==> config.mk <==
export PLATFORM = sky130hd
export DESIGN_NAME = multi_axis_line_step_generator
export DESIGN_NICKNAME = d
export VERILOG_FILES = /design/src/rtl/mals_pkg.sv /design/src/rtl/mals_ram.sv /design/src/rtl/mals_div.sv /design/src/rtl/multi_axis_line_step_generator.sv
export SDC_FILE = /design/constraint.sdc
export NUM_CORES = 2
export LEC_CHECK = 0
export BUFFER_PORTS_ARGS = -buffer_cell sky130_fd_sc_hd__buf_2
export CELL_PAD_IN_SITES_DETAIL_PLACEMENT = 1
export CELL_PAD_IN_SITES_GLOBAL_PLACEMENT = 1
export CORE_ASPECT_RATIO = 0.6
export CORE_MARGIN = 1.5
export CORE_UTILIZATION = 55
export DETAILED_ROUTE_END_ITERATION = 8
export GPL_TIMING_DRIVEN = 0
export PLACE_DENSITY = 0.85
export SYNTH_ARGS = -nofsm -noshare
export SYNTH_HDL_FRONTEND = slang
export SYNTH_SLANG_ARGS = --single-unit
==> constraint.sdc <==
create_clock -name clock -period 10.4 [get_ports clock]
set_input_delay 2.6 -clock clock [delete_from_list [all_inputs] [get_ports clock]]
set_output_delay 2.6 -clock clock [all_outputs]
set_load 0.05 [all_outputs]
==> src/rtl/mals_pkg.sv <==
`default_nettype none
package mals_pkg;
   localparam int QUEUE_DEPTH = 4;
   localparam int QIDX_W = (QUEUE_DEPTH > 1) ? $clog2(QUEUE_DEPTH) : 1;
   localparam int FILL_W = $clog2(QUEUE_DEPTH + 1);
   localparam int LIMIT_W = 21;
   localparam int LINE_W = 24 * 3 + 32;

   typedef enum logic [1:0] {
      OP_PUSH  = 2'd0,
      OP_TICK  = 2'd1,
      OP_FLUSH = 2'd2,
      OP_NONE  = 2'd3
   } opcode_type;

   typedef enum logic [1:0] {
      ST_OK       = 2'd0,
      ST_FULL     = 2'd1,
      ST_ZERO     = 2'd2,
      ST_RESERVED = 2'd3
   } status_type;

   typedef enum logic [2:0] {
      REG_DIV1  = 3'd0,
      REG_DIV2  = 3'd1,
      REG_DIV4  = 3'd2,
      REG_DIV8  = 3'd3,
      REG_DIV64 = 3'd4
   } reg_index_type;

   typedef enum logic [2:0] {
      S_IDLE,
      S_RDWAIT,
      S_AXIS,
      S_DIV,
      S_DIV2,
      S_OUT
   } state_type;

   typedef struct packed {
      logic start;
      logic [31:0] num;
      logic [31:0] den;
   } div_req_type;

   typedef struct packed {
      logic done;
      logic [31:0] quot;
   } div_rsp_type;

   // prescale code -> divisor minus one
   function automatic logic [7:0] presc_max(input logic [2:0] sel);
      case (sel)
         3'd0: presc_max = 8'd0;
         3'd1: presc_max = 8'd1;
         3'd2: presc_max = 8'd3;
         3'd3: presc_max = 8'd7;
         3'd4: presc_max = 8'd63;
         default: presc_max = 8'd255;
      endcase
   endfunction
endpackage
`default_nettype wire

==> src/rtl/mals_ram.sv <==
`default_nettype none
module mals_ram #(
   parameter int WIDTH = 8,
   parameter int DEPTH = 4
) (
   input  wire logic                     clock,
   input  wire logic                     wr_en,
   input  wire logic [$clog2(DEPTH)-1:0] wr_addr,
   input  wire logic [WIDTH-1:0]         wr_data,
   input  wire logic [$clog2(DEPTH)-1:0] rd_addr,
   output logic [WIDTH-1:0]              rd_data
);
   logic [WIDTH-1:0] mem [DEPTH];
   always_ff @(posedge clock) begin
      if (wr_en) mem[wr_addr] <= wr_data;
      rd_data <= mem[rd_addr];
   end
endmodule
`default_nettype wire

==> src/rtl/mals_div.sv <==
`default_nettype none
// 32/32 restoring divider, one quotient bit per cycle
module mals_div import mals_pkg::*; (
   input  wire logic        clock,
   input  wire logic        reset,
   input  wire div_req_type req,
   output div_rsp_type      rsp
);
   logic [31:0] rem_ff, rem_in, quo_ff, quo_in, den_ff, den_in;
   logic [5:0]  cnt_ff, cnt_in;
   logic        busy_ff, busy_in, done_ff, done_in;
   logic [32:0] trial;

   always_comb begin
      rem_in = rem_ff; quo_in = quo_ff; den_in = den_ff;
      cnt_in = cnt_ff; busy_in = busy_ff; done_in = 1'b0;
      trial = {rem_ff, quo_ff[31]} - {1'b0, den_ff};
      if (req.start) begin
         rem_in = '0; quo_in = req.num; den_in = req.den;
         cnt_in = 6'd32; busy_in = 1'b1;
      end else if (busy_ff) begin
         if (!trial[32]) begin
            rem_in = trial[31:0];
            quo_in = {quo_ff[30:0], 1'b1};
         end else begin
            rem_in = {rem_ff[30:0], quo_ff[31]};
            quo_in = {quo_ff[30:0], 1'b0};
         end
         cnt_in = cnt_ff - 6'd1;
         if (cnt_ff == 6'd1) begin
            busy_in = 1'b0; done_in = 1'b1;
         end
      end
   end

   always_ff @(posedge clock) begin
      if (reset) begin
         busy_ff <= 1'b0; done_ff <= 1'b0; cnt_ff <= '0;
      end else begin
         busy_ff <= busy_in; done_ff <= done_in; cnt_ff <= cnt_in;
      end
      rem_ff <= rem_in; quo_ff <= quo_in; den_ff <= den_in;
   end

   assign rsp.done = done_ff;
   assign rsp.quot = quo_ff;

   a_done_pulse: assert property (@(posedge clock) disable iff (reset)
      rsp.done |=> !rsp.done) else $error("divider done held");
   a_busy_cnt: assert property (@(posedge clock) disable iff (reset)
      busy_ff |-> cnt_ff != 6'd0) else $error("divider busy with zero count");
   a_start: assert property (@(posedge clock) disable iff (reset)
      req.start |=> busy_ff) else $error("divider did not start");
endmodule
`default_nettype wire

==> src/rtl/multi_axis_line_step_generator.sv <==
`default_nettype none
// Three-axis line step generator. Every accepted word (push, tick, flush or
// no-op) moves from S_IDLE to S_OUT; a word that does not start a new line puts
// its result in the output register when S_OUT returns to S_IDLE, and the next
// word is taken once that result is handed off, so no new word is taken while
// one is in flight. When a line loads, each nonzero axis runs two passes of the
// shared serial divider (rate, then step count).
// Queue is a small RAM with registered read.
module multi_axis_line_step_generator import mals_pkg::*; (
   input  wire logic        clock,
   input  wire logic        reset,
   input  wire logic        req_valid,
   output logic             req_stall,
   input  wire logic [1:0]  req_opcode,
   input  wire logic signed [23:0] req_move_x,
   input  wire logic signed [23:0] req_move_y,
   input  wire logic signed [23:0] req_move_z,
   input  wire logic [31:0] req_duration_us,
   output logic             rsp_valid,
   input  wire logic        rsp_stall,
   output logic             rsp_pulse_x,
   output logic             rsp_pulse_y,
   output logic             rsp_pulse_z,
   output logic [2:0]       rsp_direction_bits,
   output logic [2:0]       rsp_running_axes,
   output logic [2:0]       rsp_lines_queued,
   output logic [1:0]       rsp_status,
   input  wire logic        csr_valid,
   output logic             csr_ready,
   input  wire logic [2:0]  csr_index,
   input  wire logic [20:0] csr_data
);
   logic [LIMIT_W-1:0] lim_ff [5];
   state_type state_ff, state_in;
   logic [QIDX_W-1:0] rd_ff, rd_in, wr_ff, wr_in;
   logic [FILL_W-1:0] fill_ff, fill_in;
   logic [2:0] mask_ff, mask_in, dir_ff, dir_in;
   logic [31:0] rem_ff [3], rem_in [3];
   logic [15:0] per_ff [3], per_in [3], pcnt_ff [3], pcnt_in [3];
   logic [2:0]  sel_ff [3], sel_in [3];
   logic [7:0]  scnt_ff [3], scnt_in [3];
   logic [2:0]  pulse_ff, pulse_in;
   logic [1:0]  status_ff, status_in;
   logic        ovalid_ff, ovalid_in;
   logic [1:0]  axis_ff, axis_in;
   logic [31:0] rate_ff, rate_in;
   logic [23:0] mv [3];
   logic [LINE_W-1:0] ram_rd;
   logic        ram_we;
   div_req_type dreq;
   div_rsp_type drsp;
   logic [31:0] mag, dur, rate1;
   logic [36:0] perw;
   logic [2:0]  selw;
   logic        acc;
   logic        need_load;

   assign acc = req_valid && !req_stall;
   assign req_stall = (state_ff != S_IDLE) || (ovalid_ff && rsp_stall);
   assign csr_ready = 1'b1;
   assign ram_we = acc && req_opcode == OP_PUSH &&
                   {req_move_x, req_move_y, req_move_z} != 72'd0 &&
                   fill_ff < FILL_W'(QUEUE_DEPTH);

   mals_ram #(.WIDTH(LINE_W), .DEPTH(QUEUE_DEPTH)) u_queue (
      .clock(clock), .wr_en(ram_we), .wr_addr(wr_ff),
      .wr_data({req_move_x, req_move_y, req_move_z, req_duration_us}),
      .rd_addr(rd_ff), .rd_data(ram_rd));

   mals_div u_div (.clock(clock), .reset(reset), .req(dreq), .rsp(drsp));

   assign mv[0] = ram_rd[103:80];
   assign mv[1] = ram_rd[79:56];
   assign mv[2] = ram_rd[55:32];
   assign dur   = ram_rd[31:0];
   assign mag   = mv[axis_ff][23] ? 32'(-{8'd0, mv[axis_ff]} & 32'hFFFFFF) |
                  {31'd0, mv[axis_ff] == 24'h800000} << 23 : {8'd0, mv[axis_ff]};
   assign rate1 = drsp.quot == 32'd0 ? 32'd1 : drsp.quot;

   always_comb begin
      if (rate_ff < {11'd0, lim_ff[0]})      begin selw = 3'd0; perw = {rate_ff, 5'd0}; end
      else if (rate_ff < {11'd0, lim_ff[1]}) begin selw = 3'd1; perw = {1'b0, rate_ff, 4'd0}; end
      else if (rate_ff < {11'd0, lim_ff[2]}) begin selw = 3'd2; perw = {2'd0, rate_ff, 3'd0}; end
      else if (rate_ff < {11'd0, lim_ff[3]}) begin selw = 3'd3; perw = {3'd0, rate_ff, 2'd0}; end
      else if (rate_ff < {11'd0, lim_ff[4]}) begin selw = 3'd4; perw = {6'd0, rate_ff[31:1]}; end
      else                                   begin selw = 3'd5; perw = {8'd0, rate_ff[31:3]}; end
   end

   always_comb begin
      state_in = state_ff; rd_in = rd_ff; wr_in = wr_ff; fill_in = fill_ff;
      mask_in = mask_ff; dir_in = dir_ff; pulse_in = pulse_ff;
      status_in = status_ff; ovalid_in = ovalid_ff && rsp_stall;
      axis_in = axis_ff; rate_in = rate_ff;
      rem_in = rem_ff; per_in = per_ff; pcnt_in = pcnt_ff;
      sel_in = sel_ff; scnt_in = scnt_ff;
      dreq = '0;
      need_load = 1'b0;
      unique case (state_ff)
         S_IDLE: begin
            if (acc) begin
               pulse_in = 3'd0; status_in = ST_OK;
               case (req_opcode)
                  OP_PUSH: begin
                     if ({req_move_x, req_move_y, req_move_z} == 72'd0)
                        status_in = ST_ZERO;
                     else if (fill_ff >= FILL_W'(QUEUE_DEPTH)) status_in = ST_FULL;
                     else begin
                        wr_in = (wr_ff == QIDX_W'(QUEUE_DEPTH - 1)) ? '0 : wr_ff + 1'b1;
                        fill_in = fill_ff + 1'b1;
                     end
                  end
                  OP_TICK: begin
                     for (int a = 0; a < 3; a++) begin
                        if (mask_ff[a]) begin
                           if (scnt_ff[a] < presc_max(sel_ff[a]))
                              scnt_in[a] = scnt_ff[a] + 8'd1;
                           else begin
                              scnt_in[a] = 8'd0;
                              if (pcnt_ff[a] < per_ff[a]) pcnt_in[a] = pcnt_ff[a] + 16'd1;
                              else begin
                                 pcnt_in[a] = 16'd0;
                                 pulse_in[a] = 1'b1;
                                 rem_in[a] = rem_ff[a] - 32'd1;
                                 if (rem_ff[a] == 32'd1) mask_in[a] = 1'b0;
                              end
                           end
                        end
                     end
                  end
                  OP_FLUSH: begin
                     rd_in = wr_ff; fill_in = '0;
                  end
                  default: ;
               endcase
               state_in = S_OUT;
            end
         end
         S_OUT: begin
            // queue head RAM read is registered this cycle and used in S_RDWAIT if we load
            need_load = mask_ff == 3'd0 && fill_ff != '0;
            if (need_load) begin
               state_in = S_RDWAIT;
            end else begin
               ovalid_in = 1'b1;
               state_in = S_IDLE;
            end
         end
         S_RDWAIT: begin
            fill_in = fill_ff - 1'b1;
            dir_in = {mv[2][23], mv[1][23], mv[0][23]};
            axis_in = 2'd0;
            state_in = S_AXIS;
         end
         S_AXIS: begin
            // read address holds until the whole line is set up
            if (axis_ff == 2'd3) begin
               rd_in = (rd_ff == QIDX_W'(QUEUE_DEPTH - 1)) ? '0 : rd_ff + 1'b1;
               ovalid_in = 1'b1;
               state_in = S_IDLE;
            end else if (mv[axis_ff] == 24'd0) begin
               axis_in = axis_ff + 2'd1;
            end else begin
               dreq.start = 1'b1; dreq.num = dur; dreq.den = mag;
               state_in = S_DIV;
            end
         end
         S_DIV: begin
            if (drsp.done) begin
               rate_in = rate1;
               dreq.start = 1'b1; dreq.num = dur; dreq.den = rate1;
               state_in = S_DIV2;
            end
         end
         S_DIV2: begin
            if (drsp.done) begin
               rem_in[axis_ff] = drsp.quot == 32'd0 ? 32'd1 : drsp.quot;
               per_in[axis_ff] = perw > 37'hFFFF ? 16'hFFFF : perw[15:0];
               sel_in[axis_ff] = selw;
               scnt_in[axis_ff] = 8'd0;
               pcnt_in[axis_ff] = 16'd0;
               mask_in[axis_ff] = 1'b1;
               axis_in = axis_ff + 2'd1;
               state_in = S_AXIS;
            end
         end
         default: state_in = S_IDLE;
      endcase
   end

   always_ff @(posedge clock) begin
      if (reset) begin
         state_ff <= S_IDLE; rd_ff <= '0; wr_ff <= '0; fill_ff <= '0;
         mask_ff <= '0; dir_ff <= '0; ovalid_ff <= 1'b0;
         lim_ff[0] <= 21'd2048; lim_ff[1] <= 21'd4096; lim_ff[2] <= 21'd8192;
         lim_ff[3] <= 21'd16384; lim_ff[4] <= 21'd131072;
         for (int a = 0; a < 3; a++) begin
            rem_ff[a] <= '0; per_ff[a] <= '0; pcnt_ff[a] <= '0;
            sel_ff[a] <= '0; scnt_ff[a] <= '0;
         end
      end else begin
         state_ff <= state_in; rd_ff <= rd_in; wr_ff <= wr_in; fill_ff <= fill_in;
         mask_ff <= mask_in; dir_ff <= dir_in; ovalid_ff <= ovalid_in;
         rem_ff <= rem_in; per_ff <= per_in; pcnt_ff <= pcnt_in;
         sel_ff <= sel_in; scnt_ff <= scnt_in;
         if (csr_valid) begin
            unique case (csr_index)
               REG_DIV1:  lim_ff[0] <= csr_data;
               REG_DIV2:  lim_ff[1] <= csr_data;
               REG_DIV4:  lim_ff[2] <= csr_data;
               REG_DIV8:  lim_ff[3] <= csr_data;
               REG_DIV64: lim_ff[4] <= csr_data;
               default: ;
            endcase
         end
      end
      pulse_ff <= pulse_in; status_ff <= status_in;
      axis_ff <= axis_in; rate_ff <= rate_in;
   end

   assign rsp_valid = ovalid_ff;
   assign rsp_pulse_x = pulse_ff[0];
   assign rsp_pulse_y = pulse_ff[1];
   assign rsp_pulse_z = pulse_ff[2];
   assign rsp_direction_bits = dir_ff;
   assign rsp_running_axes = mask_ff;
   assign rsp_lines_queued = 3'(fill_ff);
   assign rsp_status = status_ff;

   a_fill: assert property (@(posedge clock) disable iff (reset)
      fill_ff <= FILL_W'(QUEUE_DEPTH)) else $error("queue overfilled");
   a_no_take_busy: assert property (@(posedge clock) disable iff (reset)
      state_ff != S_IDLE |-> req_stall) else $error("took word while busy");
   a_load_active: assert property (@(posedge clock) disable iff (reset)
      state_ff == S_AXIS && axis_ff == 2'd3 |-> mask_ff != 3'd0)
      else $error("loaded line has no active axis");
   a_hold: assert property (@(posedge clock) disable iff (reset)
      rsp_valid && rsp_stall |=> rsp_valid) else $error("word dropped");
endmodule
`default_nettype wire

==> results.md <==
• 0.0839 mm^2 — Core ar.
• 0% — fraction of registers with async set or reset after synthesis
• 0 — DRC violation count after routing
• 5,992 — initial DRC count
• compound AO/OA/AOI/OAI gates — combinational family with the most area after synthesis
• 0.0265 mm^2 — flip-flop and latch area
• 62.7 ps — worst clock skew
• 6560 ps — CP arrival
• 6.04% — adder and majority cell fraction of the synthesized area
• 0.0493 mm^2 — cell area after placement
• 39.9% — fraction of post-synthesis cell area in the top cell type by area
• 7 — Initial DRT Pass Iterations
• 3 — deepest clock path buffer count
• 0 — Detail Route Antenna Nets
• 0 — Slew Viols, Final
• 93 — clock buffer count from CTS
• 4,454 — Mapped Nets
• 39,100 — number of global-route vias before repair
• input port to flop — classification of the worst setup path
• 59.2% — Final Cycle Share
• 0.982 — final weighted congestion in routability-driven placement
• 96 — post-synthesis cell type count
• 0 — Gates resized, CTS repair
• 0 — Finish-stage setup viols
• completed — outcome
• 13.7% — share of the synthesized area in compound gates (AO/OA/AOI/OAI)
• 0 — number of maximum-capacitance violations
• 62.7% — fin util
• 0.162 mV — peak ir drop on the vdd network
• 31.5 um — detailed-route wire length per cell
• 0 — total gr overflow
• 5,576 — final std cells w/o fill
• 10,800 ps — Req. time, crit path
• 258 mm — global-route wire length before repair
• 150 — number of port buffers
• sky130_fd_sc_hd__edfxtp_1 — main flop type after synthesis
• 229 um — die height
• 6.52% — multiplexer share of the synthesized area
• 1,010 — count of state elements after synthesis
• 281 mW/mm^2 — power density relative to cell area
• built — TritonCTS clock tree
• 0.0871 mm^2 — Total Die Area
• 3 — H-tree Lvls
• 1,010 — total number of clock tree sinks
• 5,383 — placed cell count
• 380 um — floorplan die width
• 82 — count of standard-cell rows
• 6160 ps — post-route minimum period
• 0 — hold buffer count at CTS
• 19.3 nW — leakage power figure
• 14 — number of cells on the worst reg-to-reg path
• 116 mm — Final HPWL DP
• 750 ps — worst skew pair latency
• 9.16% — slew margin rel.
• sky130_fd_sc_hd__edfxtp_1 — post-synth top area cell
• sky130_fd_sc_hd__edfxtp_1 40%, sky130_fd_sc_hd__dfxtp_1 16%, sky130_fd_sc_hd__ha_1 6.0%, sky130_fd_sc_hd__mux4_2 5.0%, sky130_fd_sc_hd__a21oi_1 3.2% — synth top area cells
• 152 — Top-Level Pins
• 59 — largest net degree at the start of global routing
• 4,705 — number of nets in the layout
• 478 ps — worst hold slack across all endpoints
• 11.5 um^2 — average footprint of a synthesized cell
• 0 ps — accumulated negative setup slack
• 16 — initial antenna violation count
• 2 — instance count along the most critical hold path
• 0.0526 mm^2 — total non-filler cell area in the finished layout
• sky130_fd_sc_hd__clkbuf_16 — CTS Root Cell
• 12.1% — area grow syn2layout
• 0.0469 mm^2 — post-synth design cell area
• 11.8% — ratio of cells with drive above 1 in the final layout
• flop — critical path capture point type
• 11.9% — simple-gate share of the synthesized area
• 38,800 — number of vias in the routed layout
• 175 mm — routed wire length
• 0 — final number of hold-violating endpoints
• 0 — buffers inserted by post-CTS timing repair
• 6.97 — number of vias per cell
• 58 — largest fanout of any net on the critical path
• 4,093 — Post-Syn Instances
• 0 — count of warnings emitted by yosys
• input port — kind of start point of the critical path
• 624 — number of enable-type register cells in the synthesized netlist
• 70 ps — clock transition at the register clock pins on the worst setup and hold paths after CTS
• 39.7% — total global-route track usage
• 1360 ps — slew at the pin closest to its max-slew limit
• 0.0186 mm^2 — area used by multi-input combinational logic
• 8,649 — count of fill cells added during filler insertion
• 1.33% — xor/xnor share of the synthesized area
• 162 MHz — maximum clock frequency
• false — RSZ-0062 raised after global routing
• 55.9% — effective utilization at floorplan
• flop to flop — worst hold-check path type
• 56.4% — post-synthesis sequential area ratio
==> power breakdown <==
part / internal, mW / leakage, nW / switching [mW]
Combinational: 1.85 / 8.81 / 3.65
Sequential: 4.80 / 8.88 / 0.651
Clock: 2.07 / 1.60 / 1.76
Total: 8.72 / 19.3 / 6.06
==> registers in the layout, summed over array words and instances, names as in the netlist, 6 cells and up <==
signal           flops
lim_ff             105
pcnt_ff             48
per_ff              48
rate_ff             32
rem_ff              96
scnt_ff             24
sel_ff               9
u_div.cnt_ff         6
u_div.den_ff        32
u_div.quo_ff        32
u_div.rem_ff        32
u_queue.mem        416
u_queue.rd_data    104
==> final timing paths <==
kind | start | end | slack [ps]
setup / recovery | req_move_y[9] | u_queue.mem[0][76] | 4240
setup reg to reg | axis_ff[1] | u_div.quo_ff[4] | 4550
hold / removal | rem_ff[7] | rem_ff[7] | 480
hold reg to reg | rem_ff[7] | rem_ff[7] | 480
==> cell usage after synthesis, types with 25 or more instances <==
master                     instances
sky130_fd_sc_hd__edfxtp_1        624
sky130_fd_sc_hd__dfxtp_1         386
sky130_fd_sc_hd__nand2_1         378
sky130_fd_sc_hd__a21oi_1         301
sky130_fd_sc_hd__inv_1           255
sky130_fd_sc_hd__o21ai_0         254
sky130_fd_sc_hd__nor2_1          228
sky130_fd_sc_hd__ha_1            225
sky130_fd_sc_hd__clkbuf_1        163
sky130_fd_sc_hd__mux4_2          104
sky130_fd_sc_hd__nand3_1          93
sky130_fd_sc_hd__nor3_1           83
sky130_fd_sc_hd__and3_1           64
sky130_fd_sc_hd__mux2i_1          53
sky130_fd_sc_hd__nor4_1           52
sky130_fd_sc_hd__and2_1           48
sky130_fd_sc_hd__a221oi_1         46
sky130_fd_sc_hd__a31oi_1          46
sky130_fd_sc_hd__a211oi_1         45
sky130_fd_sc_hd__xnor2_1          43
sky130_fd_sc_hd__nand2b_1         42
sky130_fd_sc_hd__a21o_1           38
sky130_fd_sc_hd__or3_1            35
sky130_fd_sc_hd__o211ai_1         33
sky130_fd_sc_hd__o21a_1           30
sky130_fd_sc_hd__xor2_1           28
sky130_fd_sc_hd__nor2b_1          25
==> cell families after synthesis <==
| family | Yosys count |
|---|---|
| simple gates | 1140 |
| flops | 1010 |
| compound gates | 1002 |
| buf+inv | 470 |
| fa+ha+maj | 226 |
| mux | 173 |
| xor+xnor | 71 |
| other cells | 1 |
==> cell usage in the layout, fill, tap and decap left out, drive strengths merged, types with 56 or more instances in the layout <==
cell type,Yosys,final
edfxtp,624,624
dfxtp,386,386
nand2,378,378
a21oi,301,301
clkbuf,163,278
o21ai,260,260
inv,256,258
nor2,232,232
ha,225,225
buf,51,207
mux4,104,104
nand3,94,94
nor3,85,85
and3,64,64
a221oi,58,58
nor4,56,56
==> layout make-up <==
class                      count  share of cell area (%)
sequential                  1010                    50.3
multi-input combinational   2613                    35.3
clock buffer                 115                    4.77
tap                         1134                    2.70
inverter                     256                    1.83
buffer                       214                    1.78
timing repair buffer         156                    1.70
clock inverter                61                    1.53
antenna                       17                  0.0809
==> per-layer routing <==
layer / global-route usage [%] / up-vias / share of wire [%]
met2: 57.2 / 2948 / 42
met5: 0.218 / - / 0.015
li1: - / 15800 / -
met3: 15.2 / 699 / 14
met1: 54.4 / 19400 / 39
met4: 14.5 / 4 / 4.4
==> stage by stage <==
step / power [mW] / setup WS (ps)
floorplan: 8.61 / 4110
global placement: 10.1 / 1580
detailed placement: 10.4 / 3900
CTS: 14.4 / 4410
global route: 15.1 / 4110
finish: 14.8 / 4240
==> critical path, cell delays in order <==
cell and delay [ps]:
sky130_fd_sc_hd__buf_2 130, sky130_fd_sc_hd__nor4_1 420, sky130_fd_sc_hd__nand4_1 460, sky130_fd_sc_hd__nor4_1 880
sky130_fd_sc_hd__nand4_1 520, sky130_fd_sc_hd__and4_1 400, sky130_fd_sc_hd__clkbuf_1 240, sky130_fd_sc_hd__and2_4 470
sky130_fd_sc_hd__buf_16 340
Note: power is estimated with default switching activity, not from simulation.
